**src/hdl/plfc_pkg.sv**
```systemverilog
package plfc_pkg;

  localparam int POINTS    = 6;
  localparam int CFG_W     = 48;
  localparam int TEMP_W    = 16;
  localparam int DUTY_W    = 8;
  localparam int QW        = 8;
  localparam int NSTG      = QW + 3;
  localparam int CFG_IDX_W = 2;

  localparam logic [CFG_IDX_W-1:0] REG_TEMPS  = 2'd0;
  localparam logic [CFG_IDX_W-1:0] REG_DUTIES = 2'd1;

  localparam logic [CFG_W-1:0] TEMPS_RESET  = 48'd66186119420697;
  localparam logic [CFG_W-1:0] DUTIES_RESET = 48'd281367012362240;

  typedef struct packed {
    logic [7:0]        offset;
    logic signed [8:0] rise;
    logic [7:0]        width;
    logic [7:0]        base;
  } seg_t;

  typedef struct packed {
    logic [15:0] rem;
    logic [7:0]  q;
    logic [7:0]  width;
    logic        neg;
    logic [7:0]  base;
  } div_t;

  // points past the end of the register read as zero
  function automatic logic signed [15:0] pt_temp(logic [CFG_W-1:0] r, int idx);
    logic [CFG_W-1:0] sh;
    logic [7:0]       b;
    sh = r >> (8 * idx);
    b  = sh[7:0];
    if (8 * idx >= CFG_W) b = '0;
    return {{8{b[7]}}, b};
  endfunction

  function automatic logic [7:0] pt_duty(logic [CFG_W-1:0] r, int idx);
    logic [CFG_W-1:0] sh;
    logic [7:0]       b;
    sh = r >> (8 * idx);
    b  = sh[7:0];
    if (8 * idx >= CFG_W) b = '0;
    return b;
  endfunction

endpackage

```
**src/hdl/plfc_seg.sv**
```systemverilog
module plfc_seg (
  input  logic                              clk_i,
  input  logic                              rst_ni,
  input  logic                              up_valid_i,
  input  logic                              adv_i,
  input  logic signed [plfc_pkg::TEMP_W-1:0] temperature_i,
  input  logic [plfc_pkg::CFG_W-1:0]        temps_i,
  input  logic [plfc_pkg::CFG_W-1:0]        duties_i,
  output logic                              valid_o,
  output plfc_pkg::seg_t                    seg_o
);
  import plfc_pkg::*;

  logic              valid_q;
  seg_t              seg_d, seg_q;
  logic              found;
  logic signed [15:0] lo_t, hi_t, off_w, wid_w;

  always_comb begin
    found = 1'b0;
    lo_t  = '0;
    hi_t  = '0;
    off_w = '0;
    wid_w = '0;
    // outside every segment: flat value, zero product, unit width
    seg_d.offset = '0;
    seg_d.rise   = '0;
    seg_d.width  = 8'd1;
    seg_d.base   = pt_duty(duties_i, POINTS - 1);
    if (temperature_i < pt_temp(temps_i, 0)) begin
      seg_d.base = pt_duty(duties_i, 0);
    end else begin
      for (int i = 0; i < POINTS - 1; i++) begin
        lo_t = pt_temp(temps_i, i);
        hi_t = pt_temp(temps_i, i + 1);
        if (!found && temperature_i >= lo_t && temperature_i < hi_t) begin
          found        = 1'b1;
          off_w        = temperature_i - lo_t;
          wid_w        = hi_t - lo_t;
          seg_d.offset = off_w[7:0];
          seg_d.width  = wid_w[7:0];
          seg_d.base   = pt_duty(duties_i, i);
          seg_d.rise   = $signed({1'b0, pt_duty(duties_i, i + 1)})
                       - $signed({1'b0, pt_duty(duties_i, i)});
        end
      end
    end
  end

  always_ff @(posedge clk_i or negedge rst_ni) begin
    if (!rst_ni) begin
      valid_q <= 1'b0;
    end else if (adv_i) begin
      valid_q <= up_valid_i;
    end
  end

  always_ff @(posedge clk_i) begin
    if (adv_i && up_valid_i) seg_q <= seg_d;
  end

  assign valid_o = valid_q;
  assign seg_o   = seg_q;

endmodule

```
**src/hdl/plfc_mul.sv**
```systemverilog
module plfc_mul (
  input  logic           clk_i,
  input  logic           rst_ni,
  input  logic           up_valid_i,
  input  logic           adv_i,
  input  plfc_pkg::seg_t seg_i,
  output logic           valid_o,
  output plfc_pkg::div_t div_o
);
  import plfc_pkg::*;

  logic       valid_q;
  div_t       div_d, div_q;
  logic [8:0] neg_rise;
  logic [7:0] mag;

  always_comb begin
    neg_rise    = 9'(-seg_i.rise);
    mag         = seg_i.rise[8] ? neg_rise[7:0] : seg_i.rise[7:0];
    div_d.rem   = 16'(seg_i.offset) * 16'(mag);
    div_d.q     = '0;
    div_d.width = seg_i.width;
    div_d.neg   = seg_i.rise[8];
    div_d.base  = seg_i.base;
  end

  always_ff @(posedge clk_i or negedge rst_ni) begin
    if (!rst_ni) begin
      valid_q <= 1'b0;
    end else if (adv_i) begin
      valid_q <= up_valid_i;
    end
  end

  always_ff @(posedge clk_i) begin
    if (adv_i && up_valid_i) div_q <= div_d;
  end

  assign valid_o = valid_q;
  assign div_o   = div_q;

endmodule

```
**src/hdl/plfc_div_cell.sv**
```systemverilog
module plfc_div_cell (
  input  logic           clk_i,
  input  logic           rst_ni,
  input  logic           up_valid_i,
  input  logic           adv_i,
  input  plfc_pkg::div_t div_i,
  output logic           valid_o,
  output plfc_pkg::div_t div_o
);
  import plfc_pkg::*;

  logic       valid_q;
  div_t       div_d, div_q;
  logic [8:0] top_r, top_n;
  logic       ge;
  logic [15:0] rem_n;

  // one quotient bit: compare the top of the remainder, then shift left
  always_comb begin
    top_r       = div_i.rem[15:7];
    ge          = top_r >= {1'b0, div_i.width};
    top_n       = ge ? top_r - {1'b0, div_i.width} : top_r;
    rem_n       = {top_n, div_i.rem[6:0]};
    div_d       = div_i;
    div_d.rem   = {rem_n[14:0], 1'b0};
    div_d.q     = {div_i.q[6:0], ge};
  end

  always_ff @(posedge clk_i or negedge rst_ni) begin
    if (!rst_ni) begin
      valid_q <= 1'b0;
    end else if (adv_i) begin
      valid_q <= up_valid_i;
    end
  end

  always_ff @(posedge clk_i) begin
    if (adv_i && up_valid_i) div_q <= div_d;
  end

  assign valid_o = valid_q;
  assign div_o   = div_q;

endmodule

```
**src/hdl/plfc_out.sv**
```systemverilog
module plfc_out (
  input  logic                        clk_i,
  input  logic                        rst_ni,
  input  logic                        up_valid_i,
  input  logic                        adv_i,
  input  plfc_pkg::div_t              div_i,
  output logic                        valid_o,
  output logic [plfc_pkg::DUTY_W-1:0] duty_o
);
  import plfc_pkg::*;

  logic              valid_q;
  logic [DUTY_W-1:0] duty_d, duty_q;
  logic signed [9:0] qs, v;

  always_comb begin
    qs = div_i.neg ? -$signed({2'b00, div_i.q}) : $signed({2'b00, div_i.q});
    v  = $signed({2'b00, div_i.base}) + qs;
    if (v[9]) begin
      duty_d = '0;
    end else if (v[8]) begin
      duty_d = '1;
    end else begin
      duty_d = v[7:0];
    end
  end

  always_ff @(posedge clk_i or negedge rst_ni) begin
    if (!rst_ni) begin
      valid_q <= 1'b0;
    end else if (adv_i) begin
      valid_q <= up_valid_i;
    end
  end

  always_ff @(posedge clk_i) begin
    if (adv_i && up_valid_i) duty_q <= duty_d;
  end

  assign valid_o = valid_q;
  assign duty_o  = duty_q;

endmodule

```
**src/hdl/piecewise_linear_fan_curve.sv**
```systemverilog
// channel  direction  handshake            payload
// in       sink       in_valid_i/in_stall_o  temperature_i (s16)
// out      source     out_valid_o/out_stall_i duty_o (u8)
// cfg      sink       cfg_valid_i/cfg_ready_o cfg_index_i, cfg_data_i (48)
//
// one temperature per cycle while in_stall_o is low; the registered stages in order:
// segment select, multiply, eight divider cells (one quotient bit each), output
// reset empties every stage and loads the default six-point curve
// a stalled output holds; upstream cells keep filling bubbles, and in_stall_o
// rises only once every stage holds a beat
module piecewise_linear_fan_curve (
  input  logic                                 clk_i,
  input  logic                                 rst_ni,
  input  logic                                 in_valid_i,
  output logic                                 in_stall_o,
  input  logic signed [plfc_pkg::TEMP_W-1:0]   temperature_i,
  output logic                                 out_valid_o,
  input  logic                                 out_stall_i,
  output logic [plfc_pkg::DUTY_W-1:0]          duty_o,
  input  logic                                 cfg_valid_i,
  output logic                                 cfg_ready_o,
  input  logic [plfc_pkg::CFG_IDX_W-1:0]       cfg_index_i,
  input  logic [plfc_pkg::CFG_W-1:0]           cfg_data_i
);
  import plfc_pkg::*;

  logic [CFG_W-1:0] temps_q, duties_q;
  logic [NSTG-1:0]  stg_v, adv;
  seg_t             seg;
  div_t             dv [QW+1];

  assign cfg_ready_o = 1'b1;

  always_ff @(posedge clk_i or negedge rst_ni) begin
    if (!rst_ni) begin
      temps_q  <= TEMPS_RESET;
      duties_q <= DUTIES_RESET;
    end else if (cfg_valid_i && cfg_ready_o) begin
      case (cfg_index_i)
        REG_TEMPS:  temps_q  <= cfg_data_i;
        REG_DUTIES: duties_q <= cfg_data_i;
        default: ;
      endcase
    end
  end

  // a stage takes a beat when it is empty or its own beat moves on
  genvar k;
  generate
    for (k = 0; k < NSTG - 1; k++) begin : g_adv
      assign adv[k] = !stg_v[k] || adv[k+1];
    end
  endgenerate
  assign adv[NSTG-1] = !stg_v[NSTG-1] || !out_stall_i;

  assign in_stall_o = !adv[0];

  plfc_seg u_seg (
    .clk_i         (clk_i),
    .rst_ni        (rst_ni),
    .up_valid_i    (in_valid_i),
    .adv_i         (adv[0]),
    .temperature_i (temperature_i),
    .temps_i       (temps_q),
    .duties_i      (duties_q),
    .valid_o       (stg_v[0]),
    .seg_o         (seg)
  );

  plfc_mul u_mul (
    .clk_i      (clk_i),
    .rst_ni     (rst_ni),
    .up_valid_i (stg_v[0]),
    .adv_i      (adv[1]),
    .seg_i      (seg),
    .valid_o    (stg_v[1]),
    .div_o      (dv[0])
  );

  genvar g;
  generate
    for (g = 0; g < QW; g++) begin : g_div
      plfc_div_cell u_cell (
        .clk_i      (clk_i),
        .rst_ni     (rst_ni),
        .up_valid_i (stg_v[g+1]),
        .adv_i      (adv[g+2]),
        .div_i      (dv[g]),
        .valid_o    (stg_v[g+2]),
        .div_o      (dv[g+1])
      );
    end
  endgenerate

  plfc_out u_out (
    .clk_i      (clk_i),
    .rst_ni     (rst_ni),
    .up_valid_i (stg_v[NSTG-2]),
    .adv_i      (adv[NSTG-1]),
    .div_i      (dv[QW]),
    .valid_o    (stg_v[NSTG-1]),
    .duty_o     (duty_o)
  );

  assign out_valid_o = stg_v[NSTG-1];

endmodule

```
**config.mk**
```make
export PLATFORM = sky130hd
export DESIGN_NAME = piecewise_linear_fan_curve
export DESIGN_NICKNAME = d
export VERILOG_FILES = /design/src/hdl/plfc_pkg.sv /design/src/hdl/plfc_seg.sv /design/src/hdl/plfc_mul.sv /design/src/hdl/plfc_div_cell.sv /design/src/hdl/plfc_out.sv /design/src/hdl/piecewise_linear_fan_curve.sv
export SDC_FILE = /design/constraint.sdc
export NUM_CORES = 1
export LEC_CHECK = 0
export BUFFER_PORTS_ARGS = -buffer_cell sky130_fd_sc_hd__clkbuf_2
export CORE_MARGIN = 4
export CORE_UTILIZATION = 40
export DETAILED_ROUTE_END_ITERATION = 7
export PLACE_DENSITY_LB_ADDON = 0.15
export SLEW_MARGIN = 5
export SYNTH_ARGS = -nofsm -noshare
export SYNTH_HDL_FRONTEND = slang
export SYNTH_SLANG_ARGS = --single-unit
```
**constraint.sdc**
```tcl
create_clock -name clk_i -period 5.3 [get_ports clk_i]
set_input_delay 0.53 -clock clk_i [delete_from_list [all_inputs] [get_ports clk_i]]
set_output_delay 0.53 -clock clk_i [all_outputs]
set_load 0.02 [all_outputs]
```
==> results.md, run 1 <==
- FF/Latch Area: roughly 12000 sq um
- Worst Tran Pin Value: 1.244 ns
- Largest net degree at the start of global routing: between 90 and 100
- Clock sinks: ~430
- Largest cells by area after synthesis: edfxtp_1 36%, ha_1 13%, dfrtp_1 5.9%, fa_1 4.4%, dfstp_2 4.3%
- EDFF count, synth: about 320
- DRC Markers: 0
- Fin cells: 3423
- Syn Inst Count: ~2400
- Die height: approximately 270 um
- Compound-Gate Fraction of Synth Area: between 10% and 20%
- Die X: approximately 270 um
- Initial antenna violation count: 3
- Core box area: 65860 sq um
- HP Class: input pin to async pin
- Synth area leader: edfxtp_1
- Top-count cell post-synth: edfxtp_1
- Global Route Usage Sum: roughly 18%
- Post-synth ARST share: between 20 and 25%
- Final hold vios: 0
- Maxcap violations: 0
- Worst path required time: ~5.6 ns
- Average cell area after synthesis: 11.24 sq um
- Synth Area in XOR/XNOR: 4.275%
- # diodes: 0
- Ys flop type: edfxtp_1
- Vias per std cell: 5.225
- Area share of the largest cell type after synthesis: between 30% and 40%
- Die area: about 71000 sq um
- RSZ-0062 raised after global routing: true
- Area after DPL: roughly 28000 sq um
- Row count: 94
- Drt pass-1 iters: 6
- Distinct cells, synth: between 70 and 80
- Final setup violation count: 0
- Crit path launch: u_seg.seg_o[16]
- Pwr dens: approximately 680 nW/um^2
- DR WL/cell: 18.48 um
- Initial Utilization: about two fifths
- Fillers: 6065
- Data arrival time of the worst path: ~5.6 ns
- Setup CP Type: register to register
- Syn Nets: 2779
- Post-synthesis mux area share: 4.609%
- Design area: slightly above 30000 sq um
- Layout Nets: about 2900
- Max-slew violation count: 0
- Startpoint Class: register
- Via count: roughly 18000
- Post-route ant nets: 0
- Final Total Pwr: between 20 and 25 mW
- Layout cells sized above 1: between 15 and 20%
- Number of synthesized register bits: about 430
- Ports: between 80 and 90
- Critical path peak fanout: 3
- Area of the multi-input gates: about 13000 sq um
- Fmax: between 0.15 and 0.2 GHz
- TritonCTS clock tree: done
- Adder-cell share of the synthesized area: roughly 18%
- Gpl congestion: roughly 0.9
- Vias in the first global route: roughly 18000
- Congestion Overflow GR: 0
- Fin crit period: roughly 5.3 ns
- Skew-Pair Late Insertion Delay: 0.61 ns
- Clk pin slew, worst setup/hold paths: approximately 0.060 ns
- Inst Count DP: 3322
- Worst R2R Start: u_seg.seg_o[16]
- Status: finished clean
- Root Driver: clkbuf_16
- Layout Skew: 0.04435 ns
- Largest family of logic cells by synthesized area: adder cells
- Drt total wl: ~63000 um
- H-tree levels: 2
- Synth Area in Simple Gates: between 10 and 15%
- # port buffers: 80
- Post-Syn Area: 26630 sq um
- VDD IR-drop max: between 0.7 and 0.8 mV
- Syn-to-layout area delta: 13.97%
- CTS Buffer Depth: 3
- Synth warn: 0
- Detail Placement HPWL: between 40000 and 50000 um
- Critical Path End Type: register
- Drt first-iter violations: roughly 1100
- Final Cycle Share: approximately 100%
- Post-synthesis sequential area ratio: between 40 and 50%
- CTS buffer count: between 40 and 50
- First-pass GRT wire length: 100300 um
- Max-slew headroom: between 10% and 20%
- Synth cell count leaders: 322 x edfxtp_1, 283 x inv_1, 280 x ha_1
- Static Leak: roughly 13 nW
-- worst max-delay path, stage by stage, from the launching register on --
cell and delay, ns:
edfxtp_1 0.41, or3_4 0.44, o31ai_4 0.30, xnor2_2 0.16, buf_4 0.15, nand2_4 0.04
fa_1 0.49, fa_1 0.51, inv_2 0.04, fa_1 0.47, inv_1 0.05, fa_1 0.49
inv_2 0.05, ha_4 0.21, a21boi_4 0.14, o21ai_2 0.14, nand2b_1 0.10, a21o_1 0.18
a41o_1 0.19, o41a_1 0.32, xnor2_1 0.13
-- layout make-up --
cell class / count / area share [%]
multi-input cells: 1617 / 43.85
flip-flops and latches: 429 / 40.86
clock buffers: 65 / 4.460
well taps: 864 / 3.562
inverters: 283 / 3.500
repair buffers: 142 / 2.980
clock inverters: 23 / 0.7915
-- kinds of logic after synthesis --
| kind of cell | Yosys count |
|---|---|
| AO/OA/AOI/OAI | 497 |
| XOR/XNOR | 130 |
| adder cells (fa/ha/maj) | 339 |
| buffers and inverters | 323 |
| flip-flops | 429 |
| multiplexers | 111 |
| other | 1 |
| AND/OR/NAND/NOR | 539 |
-- sequential cells by signal, indices dropped and copies added, names as in the netlist, 8 cells and up --
name                  cells
duties_q                 48
g_div.u_cell.div_o      248
g_div.u_cell.valid_o      8
temps_q                  48
u_mul.div_o              33
u_out.duty_o              8
u_seg.seg_o              33
-- power breakdown --
group	switching (mW)	internal, mW
clock network	1.38	1.95
logic	5.98	5.42
registers	0.543	5.33
-- through the flow --
stage                     hold slack (ns)  utilization, %  setup TNS [ns]  worst slack, ns
after floorplan                    0.2344               -               0         0.006508
after CTS                         0.07659           45.93               0         0.001415
after global placement             0.4008           43.18         -0.2331          -0.1349
after global routing               0.1134           46.08         -0.3746          -0.1808
after detailed placement           0.4045           43.18         -0.3556          -0.1960
final                             0.06155           46.08               0          0.01201
-- metal layers --
metal	share of wire, %	up-vias	wire, um	GRT usage, %
li1	-	8720	-	-
met4	3.0	0	1874	5.397
met2	49	301	31010	31.31
met5	0	-	0	0
met3	4.2	98	2682	2.539
met1	44	8765	27700	23.16
-- repair_timing --
| action | CTS | global route |
|---|---|---|
| hold buffers | 0 | 0 |
| endpoints found under the setup margin | 2 | 3 |
| gates resized for setup | 30 | 20 |
| endpoints found under the hold margin | 0 | 0 |
| buffers inserted | 11 | 3 |
| pin swaps | 30 | 32 |
-- cells in the final DEF, fill, tap and decap left out, types with 9 or more instances in the layout --
cell type,Yosys,routed
a211oi_1,20,20
a21boi_0,29,28
a21o_1,48,48
a21oi_1,110,108
a221o_1,10,10
a221oi_1,9,9
a22oi_1,12,12
and2_1,50,49
buf_4,1,58
clkbuf_16,0,47
clkbuf_2,1,79
clkbuf_8,0,11
clkinv_2,0,12
dfrtp_1,63,63
dfstp_2,44,44
edfxtp_1,322,322
fa_1,59,56
ha_1,280,275
inv_1,283,276
mux2_2,93,93
mux2i_1,18,17
nand2_1,143,141
nand2b_1,50,48
nand3_1,20,19
nand4_1,31,31
nor2_1,116,115
nor2b_1,78,70
nor3_1,15,15
o21a_1,19,19
o21ai_0,146,141
o21bai_1,11,11
o31ai_1,19,17
xnor2_1,77,74
xor2_1,53,51
-- final timing paths --
check | slack, ns | cells after the start | to
max in group asynchronous | 4.06 | 2 | temps_q[41]
hold / removal | 0.06 | 1 | temps_q[20]
min in group clk_i | 0.15 | 2 | u_seg.valid_o
setup / recovery | 0.01 | 20 | u_mul.div_o[40]
setup reg to reg | 0.01 | 20 | u_mul.div_o[40]
hold reg to reg | 0.41 | 0 | g_div[0].u_cell.div_o[2]
No activity file was read; power rests on OpenSTA's default activity.
==> inputs of run 2 (changes only) <==
ABC_AREA = 1   (was not set)
CTS_BUF_LIST = sky130_fd_sc_hd__clkbuf_4 sky130_fd_sc_hd__clkbuf_8 sky130_fd_sc_hd__clkbuf_16   (was not set)
==> run 2 against run 1 <==
  * Clock power increased by 5%
  * Non-clock buffer count decreased by 25
  * Utilization decreased by 0.47 points
  * Synthesized cell count increased by 25%
  * Routed wire length increased by 2.1%
  * Largest power group unchanged
==> results.md, run 2 <==
- Post-synthesis mux area share: 0% (was 4.609%)
- Area after DPL: 28700 sq um (was 28440 sq um)
- Compound-Gate Fraction of Synth Area: 9.222% (was 11.99%)
- Core box area: 67280 sq um (was 65860 sq um)
- First-pass GRT wire length: 103500 um (was 100300 um)
- Synth cell count leaders: 572 x nand2_1, 511 x inv_1, 322 x edfxtp_1 (was 322 x edfxtp_1, 283 x inv_1, 280 x ha_1)
- VDD IR-drop max: 0.5807 mV (was 0.7987 mV)
- Number of synthesized register bits: 429 (unchanged)
- Clock sinks: 429 (unchanged)
- Startpoint Class: register (unchanged)
- Data arrival time of the worst path: 5.46 ns (was 5.60 ns)
- Area of the multi-input gates: 12870 sq um (was 13310 sq um)
- Synth Area in XOR/XNOR: 4.473% (was 4.275%)
- Fin util: 45.61% (was 46.08%)
- Vias per std cell: 4.960 (was 5.225)
- Die X: 268.9 um (was 266.0 um)
- Detail Placement HPWL: 50970 um (was 49350 um)
- Maxcap violations: 0 (unchanged)
- Status: finished clean (unchanged)
- Distinct cells, synth: 48 (was 79)
- Congestion Overflow GR: 0 (unchanged)
- Die height: 268.9 um (was 266.0 um)
- Net Sw Frac: 40.53% (was 38.37%)
- Syn Inst Count: 2952 (was 2369)
- Post-route ant nets: 0 (unchanged)
- Ys flop type: edfxtp_1 (unchanged)
- Skew-Pair Late Insertion Delay: 0.59 ns (was 0.61 ns)
- Root Driver: clkbuf_16 (unchanged)
- Average cell area after synthesis: 9.220 sq um (was 11.24 sq um)
- Cts hold-fix bufs: 0 (unchanged)
- Fmax: 0.1950 GHz (was 0.1891 GHz)
- # port buffers: 80 (unchanged)
- Largest family of logic cells by synthesized area: adder cells (unchanged)
- Drt pass-1 iters: 5 (was 6)
- Synth Area in Simple Gates: 15.38% (was 10.29%)
- Setup CP Type: register to register (unchanged)
- Max-slew violation count: 0 (unchanged)
- Worst Tran Pin Value: 1.108 ns (was 1.244 ns)
- TritonCTS clock tree: done (unchanged)
- Global Route Usage Sum: 18.00% (was 17.90%)
- Largest cells by area after synthesis: edfxtp_1 36%, ha_1 13%, nand2_1 7.9%, inv_1 7.0%, dfrtp_1 5.8% (was edfxtp_1 36%, ha_1 13%, dfrtp_1 5.9%, fa_1 4.4%, dfstp_2 4.3%)
- Row count: 95 (was 94)
- Combinational share of power: 51.0% (was 55.4%)
- Pwr dens: 661.0 nW/um^2 (was 678.6 nW/um^2)
- Syn Nets: 3362 (was 2779)
- Max reg flops: 248 (unchanged)
- Reg2reg path depth: 25 (was 20)
- Largest net degree at the start of global routing: 97 (was 96)
- Psw: 8.222 mW (was 7.904 mW)
- Gpl congestion: 0.9101 (was 0.8754)
- FF/Latch Area: 12400 sq um (unchanged)
- HP Class: input pin to async pin (unchanged)
- Flop pwr share: 31.8% (was 28.5%)
- Pint: 12.06 mW (was 12.69 mW)
- H-tree levels: 2 (unchanged)
- Fillers: 6421 (was 6065)
- Drt first-iter violations: 1177 (was 1124)
- Clock Power Share: 17.2% (was 16.1%)
- Top-count cell post-synth: nand2_1 (was edfxtp_1)
- Clk pin slew, worst setup/hold paths: 0.07 ns (was 0.06 ns)
- Ports: 82 (unchanged)
- Post-synthesis sequential area ratio: 45.57% (was 46.57%)
- Final hold vios: 0 (unchanged)
- EDFF count, synth: 322 (unchanged)
- CTS Buffer Depth: 3 (unchanged)
- Final Cycle Share: 96.74% (was 99.77%)
- Adder-cell share of the synthesized area: 17.21% (was 17.59%)
- Initial antenna violation count: 2 (was 3)
- Commonest non-fill, non-tap cell in the layout: nand2_1 (was edfxtp_1)
- DRC Markers: 0 (unchanged)
- Post-Syn Area: 27220 sq um (was 26630 sq um)
- Vias in the first global route: 19880 (was 18500)
- Final setup violation count: 0 (unchanged)
- Layout Skew: 0.02603 ns (was 0.04435 ns)
- Post-synth ARST share: 24.94% (unchanged)
- Design area: 30690 sq um (was 30350 sq um)
- RSZ-0062 raised after global routing: true (unchanged)
- Layout Nets: 3475 (was 2930)
- Most frequent cells in the layout: 565 x nand2_1, 498 x inv_1, 322 x edfxtp_1 (was 322 x edfxtp_1, 276 x inv_1, 275 x ha_1)
- Area share of the largest cell type after synthesis: 35.53% (was 36.31%)
- Layout cells sized above 1: 10.60% (was 16.49%)
- Synth warn: 0 (unchanged)
- Critical path peak fanout: 3 (unchanged)
- Fin crit period: 5.127 ns (was 5.288 ns)
- Syn-to-layout area delta: 12.75% (was 13.97%)
- Die area: 72280 sq um (was 70770 sq um)
- Worst path required time: 5.64 ns (was 5.61 ns)
- CTS buffer count: 47 (unchanged)
- Drt total wl: 64580 um (was 63270 um)
- Static Leak: 14.45 nW (was 12.88 nW)
- Initial Utilization: 40.46% (was 40.44%)
- Via count: 19720 (was 17880)
- Synth area leader: edfxtp_1 (unchanged)
- Critical Path End Type: register (unchanged)
- Max-slew headroom: 25.97% (was 16.81%)
- DR WL/cell: 16.24 um (was 18.48 um)
[run 2: cell types whose count changed after synthesis, moves of 78 or more]
| cell | previous run | this run |
|---|---|---|
| nand2_1 | 143 | 572 |
| inv_1 | 283 | 511 |
| nor2_1 | 116 | 263 |
| mux2_2 | 93 | 0 |
| a21oi_1 | 110 | 190 |
| nor2b_1 | 78 | 0 |
[run 2: layer usage]
layer	GRT usage, %	part of all wire, %	vias up
li1	-	-	9943
met1	23.98	45	9299
met2	30.80	48	374
met3	2.053	3.7	108
met4	5.990	3.4	0
met5	0	0	-
[run 2: cells by family (layout without fill, tap and decap cells)]
| kind of cell | after synthesis | after routing |
|---|---|---|
| AOI/OAI and AO/OA | 462 | 462 |
| xor gates and xnor gates | 139 | 139 |
| adders and majority gates | 339 | 339 |
| buffers and inverters | 571 | 722 |
| DFF | 429 | 429 |
| other | 1 | 2 |
| and+or+nand+nor | 1011 | 1011 |
[run 2: power by group through the flow]
stage	logic, mW	registers (mW)	clock network (mW)
floorplan	7.11	6.28	0
global placement	9.33	6.48	0
detailed placement	9.52	6.52	0
CTS	9.66	6.46	3.58
global route	11.8	6.60	3.73
finish	10.4	6.45	3.48
[run 2: path summary, 6_finish.rpt]
path	startpoint	end	slack, ns
max	u_seg.seg_o[17]	u_mul.div_o[40]	0.17
min	rst_ni	temps_q[15]	0.03
max reg2reg	u_seg.seg_o[17]	u_mul.div_o[40]	0.17
min reg2reg	g_div[5].u_cell.div_o[22]	g_div[6].u_cell.div_o[23]	0.40
max in group asynchronous	rst_ni	u_out.valid_o	4.07
min in group clk_i	cfg_data_i[4]	temps_q[4]	0.18
[run 2: through the flow]
step	instances	power [mW]	worst slack [ns]	setup TNS [ns]	hold slack, ns
2_1_floorplan	2952	13.39	0.02576	0	0.2344
4_1_cts	3971	19.69	0.02175	0	0.06468
6_report	3977	20.28	0.1729	0	0.03023
3_3_place_gp	3882	15.81	-0.1229	-0.1549	0.4001
5_1_grt	3976	22.16	-0.1123	-0.1374	0.08428
3_5_place_dp	3882	16.04	-0.1837	-0.2604	0.4045
[run 2: repair_timing]
action | CTS | global route
endpoints found under the setup margin | 2 | 4
pin swaps | 1 | 33
buffers inserted | 2 | 6
resized for setup | 6 | 57
[run 2: critical path: stages, from the launching register on]
cell and delay (ns):
edfxtp_1 0.42, inv_2 0.11, ha_4 0.15, inv_4 0.04
nor2_4 0.11, inv_2 0.06, o41ai_4 0.34, xor2_1 0.29
buf_4 0.18, nand2_2 0.05, fa_2 0.42, fa_1 0.54
inv_2 0.04, fa_1 0.47, inv_1 0.05, fa_1 0.49
inv_2 0.05, ha_4 0.27, nand2_2 0.06, nor2_2 0.11
a21oi_2 0.08, o21ai_2 0.17, a21oi_1 0.09, nor2_1 0.11
nor2_1 0.06, xor2_1 0.14
[run 2: final cells by class]
| class | count | area share [%] |
|---|---|---|
| Multi-Input combinational cell | 1952 | 41.94 |
| Sequential cell | 429 | 40.41 |
| Inverter | 518 | 6.344 |
| Clock buffer | 61 | 4.489 |
| Tap cell | 873 | 3.559 |
| Timing Repair Buffer | 117 | 2.230 |
| Clock inverter | 26 | 1.015 |
| Antenna cell | 1 | 0.008155 |
==> inputs of run 3 (changes only) <==
CORE_ASPECT_RATIO = 0.6   (was not set)
==> run 3 against run 2 <==
  * Register-to-register slack better by 0.02 ns
  * Critical path depth unchanged
  * Clock skew is 0.0033 ns lower
  * First-iteration DRC count grew 31%
  * Non-clock buffer count grew 8
  * Via count is 1.9% higher
  * Final cell count up 0.63%
  * Design area decreased by 0.72%
  * Combinational power hardly changed
  * Critical endpoint unchanged
  * Largest power group unchanged
==> results.md, run 3 (same netlist as run 2, synthesis figures left out) <==
- Die height: 210.1 um (was 268.9 um)
- Worst Path Buf+Inv: 7 (unchanged)
- Most frequent cells in the layout: 568 x nand2_1, 499 x inv_1, 322 x edfxtp_1 (was 565 x nand2_1, 498 x inv_1, 322 x edfxtp_1)
- Initial antenna violation count: 0 (was 2)
- Root Driver: clkbuf_16 (unchanged)
- Critical Path Most Common Cell: fa_1 (was inv_2)
- Setup CP Type: register to register (unchanged)
- Pwr dens: 668.1 nW/um^2 (was 661.0 nW/um^2)
- HP Class: input pin to register (was input pin to async pin)
- Hold_sp: in_valid_i
- TritonCTS clock tree: done (unchanged)
- Post-route ant nets: 0 (unchanged)
- DRC Markers: 0 (unchanged)
- CTS buffer count: 43 (was 47)
- Data arrival time of the worst path: 5.42 ns (was 5.46 ns)
- Critical Path End Type: register (unchanged)
- Drt total wl: 73640 um (was 64580 um)
- Vias per std cell: 5.021 (was 4.960)
- CP Capture Point: u_mul.div_o[40] (unchanged)
- Startpoint Class: register (unchanged)
- Critical path peak fanout: 4 (was 3)
- Worst Tran Pin Value: 1.204 ns (was 1.108 ns)
- Via count: 20100 (was 19720)
- # diodes: 0 (was 1)
- CTS Buffer Depth: 3 (unchanged)
- Row count: 73 (was 95)
- Max-slew violation count: 0 (unchanged)
- Initial Utilization: 40.76% (was 40.46%)
- Maxcap violations: 0 (unchanged)
- Max reg flops: 248 (unchanged)
- Clk pin slew, worst setup/hold paths: 0.06 ns (was 0.07 ns)
- Reg2reg path depth: 25 (unchanged)
- Final setup violation count: 0 (unchanged)
- Fin cells: 4002 (was 3977)
- R2R setup slack: 0.19 ns (was 0.17 ns)
- Syn-to-layout area delta: 11.93% (was 12.75%)
- Global Route Usage Sum: 20.48% (was 18.00%)
- # port buffers: 80 (unchanged)
- Gpl congestion: 0.9404 (was 0.9101)
- Commonest non-fill, non-tap cell in the layout: nand2_1 (unchanged)
- Max-slew headroom: 19.64% (was 25.97%)
- DR WL/cell: 18.40 um (was 16.24 um)
- Final Total Pwr: 20.35 mW (was 20.28 mW)
- Core box area: 66770 sq um (was 67280 sq um)
- Max incr delay on CP: 0.50 ns (was 0.54 ns)
- RSZ-0062 raised after global routing: true (unchanged)
- Drt pass-1 iters: 6 (was 5)
- Crit path depth: 25 (unchanged)
- First-pass GRT wire length: 113500 um (was 103500 um)
- Detail Placement HPWL: 59060 um (was 50970 um)
- H-tree levels: 2 (unchanged)
- R2R Path End: u_mul.div_o[40] (unchanged)
- Static Leak: 14.36 nW (was 14.45 nW)
- Fin crit period: 5.108 ns (was 5.127 ns)
- Layout Nets: 3479 (was 3475)
- Status: finished clean (unchanged)
- Clock sinks: 429 (unchanged)
- Die X: 344.8 um (was 268.9 um)
- Skew-Pair Late Insertion Delay: 0.58 ns (was 0.59 ns)
- Layout cells sized above 1: 10.15% (was 10.60%)
- Fmax: 0.1958 GHz (was 0.1950 GHz)
- Ports: 82 (unchanged)
- Layout Skew: 0.02276 ns (was 0.02603 ns)
- Crit path launch: u_seg.seg_o[17] (unchanged)
- VDD IR-drop max: 0.6308 mV (was 0.5807 mV)
- Worst path slowest cell: fa_1 (unchanged)
- Top Family by Delay on Critical Path: adder cells (unchanged)
- Final hold vios: 0 (unchanged)
- Final Cycle Share: 96.37% (was 96.74%)
- Die area: 72420 sq um (was 72280 sq um)
- Fillers: 6307 (was 6421)
- Congestion Overflow GR: 0 (unchanged)
- Worst R2R Start: u_seg.seg_o[17] (unchanged)
- Worst path required time: 5.61 ns (was 5.64 ns)
- Largest net degree at the start of global routing: 97 (unchanged)
- Vias in the first global route: 19060 (was 19880)
- Drt first-iter violations: 1536 (was 1177)
- Inst Count DP: 3920 (was 3882)
run 3: report_power, final:
part	total, mW	internal (mW)	switching [mW]
combinational	10.7	4.22	6.49
clock	3.07	1.69	1.38
sequential	6.58	5.79	0.786
total	20.4	11.7	8.66
run 3: final cells by class:
type	count	area [sq um]	share of cell area, %
Multi-Input combinational cell	1952	12850	42.17
Inverter	518	1949	6.399
Sequential cell	429	12400	40.71
Tap cell	900	1126	3.696
Timing Repair Buffer	125	750.7	2.464
Clock inverter	30	277.8	0.9117
Clock buffer	48	1114	3.655
run 3: worst min path at each step:
stage	end	cells past startpoint
6_report	u_seg.valid_o	3
4_1_cts	u_seg.valid_o	3
3_3_place_gp	g_div[7].u_cell.div_o[6]	0
5_1_grt	u_seg.valid_o	3
2_1_floorplan	duties_q[0]	0
3_5_place_dp	g_div[1].u_cell.div_o[2]	0
run 3: repair_timing:
action,in CTS,in global routing
endpoints found under the setup margin,3,8
pin swaps,5,46
setup buffers,0,3
gates resized for setup,8,56
endpoints found under the hold margin,24,0
hold buffers,1,0
gates cloned,0,0
run 3: routing by layer:
layer  up-vias  wire length, um  GRT usage (%)
met2       626            24880          24.13
met5         -                0              0
met1      9449            39490          34.80
met3        58             8522          7.505
li1       9963                -              -
met4         0              749          2.547
run 3: metrics by stage:
step                      hold WS [ns]  area [sq um]  setup WS [ns]  TNS, ns  utilization [%]
after detailed placement        0.4045         28820        -0.2553  -0.4559            43.16
after global routing            0.1736         30470        -0.1278  -0.2168            45.63
final                           0.1789         30470         0.1923        0            45.63
after floorplan                 0.2344         27220        0.02576        0                -
after CTS                       0.1535         30230       0.002236        0            45.28
after global placement          0.4004         28820        -0.2584  -0.4727            43.16
run 3: worst reg2reg max path: cells and delay by family, from the launching register on:
family / cells / cell delay, ns
AO/OA/AOI/OAI: 6 / 0.98
XOR/XNOR: 2 / 0.25
adder cells (fa/ha/maj): 6 / 2.30
buffers and inverters: 7 / 0.51
flip-flops: 1 / 0.43
AND/OR/NAND/NOR: 4 / 0.38
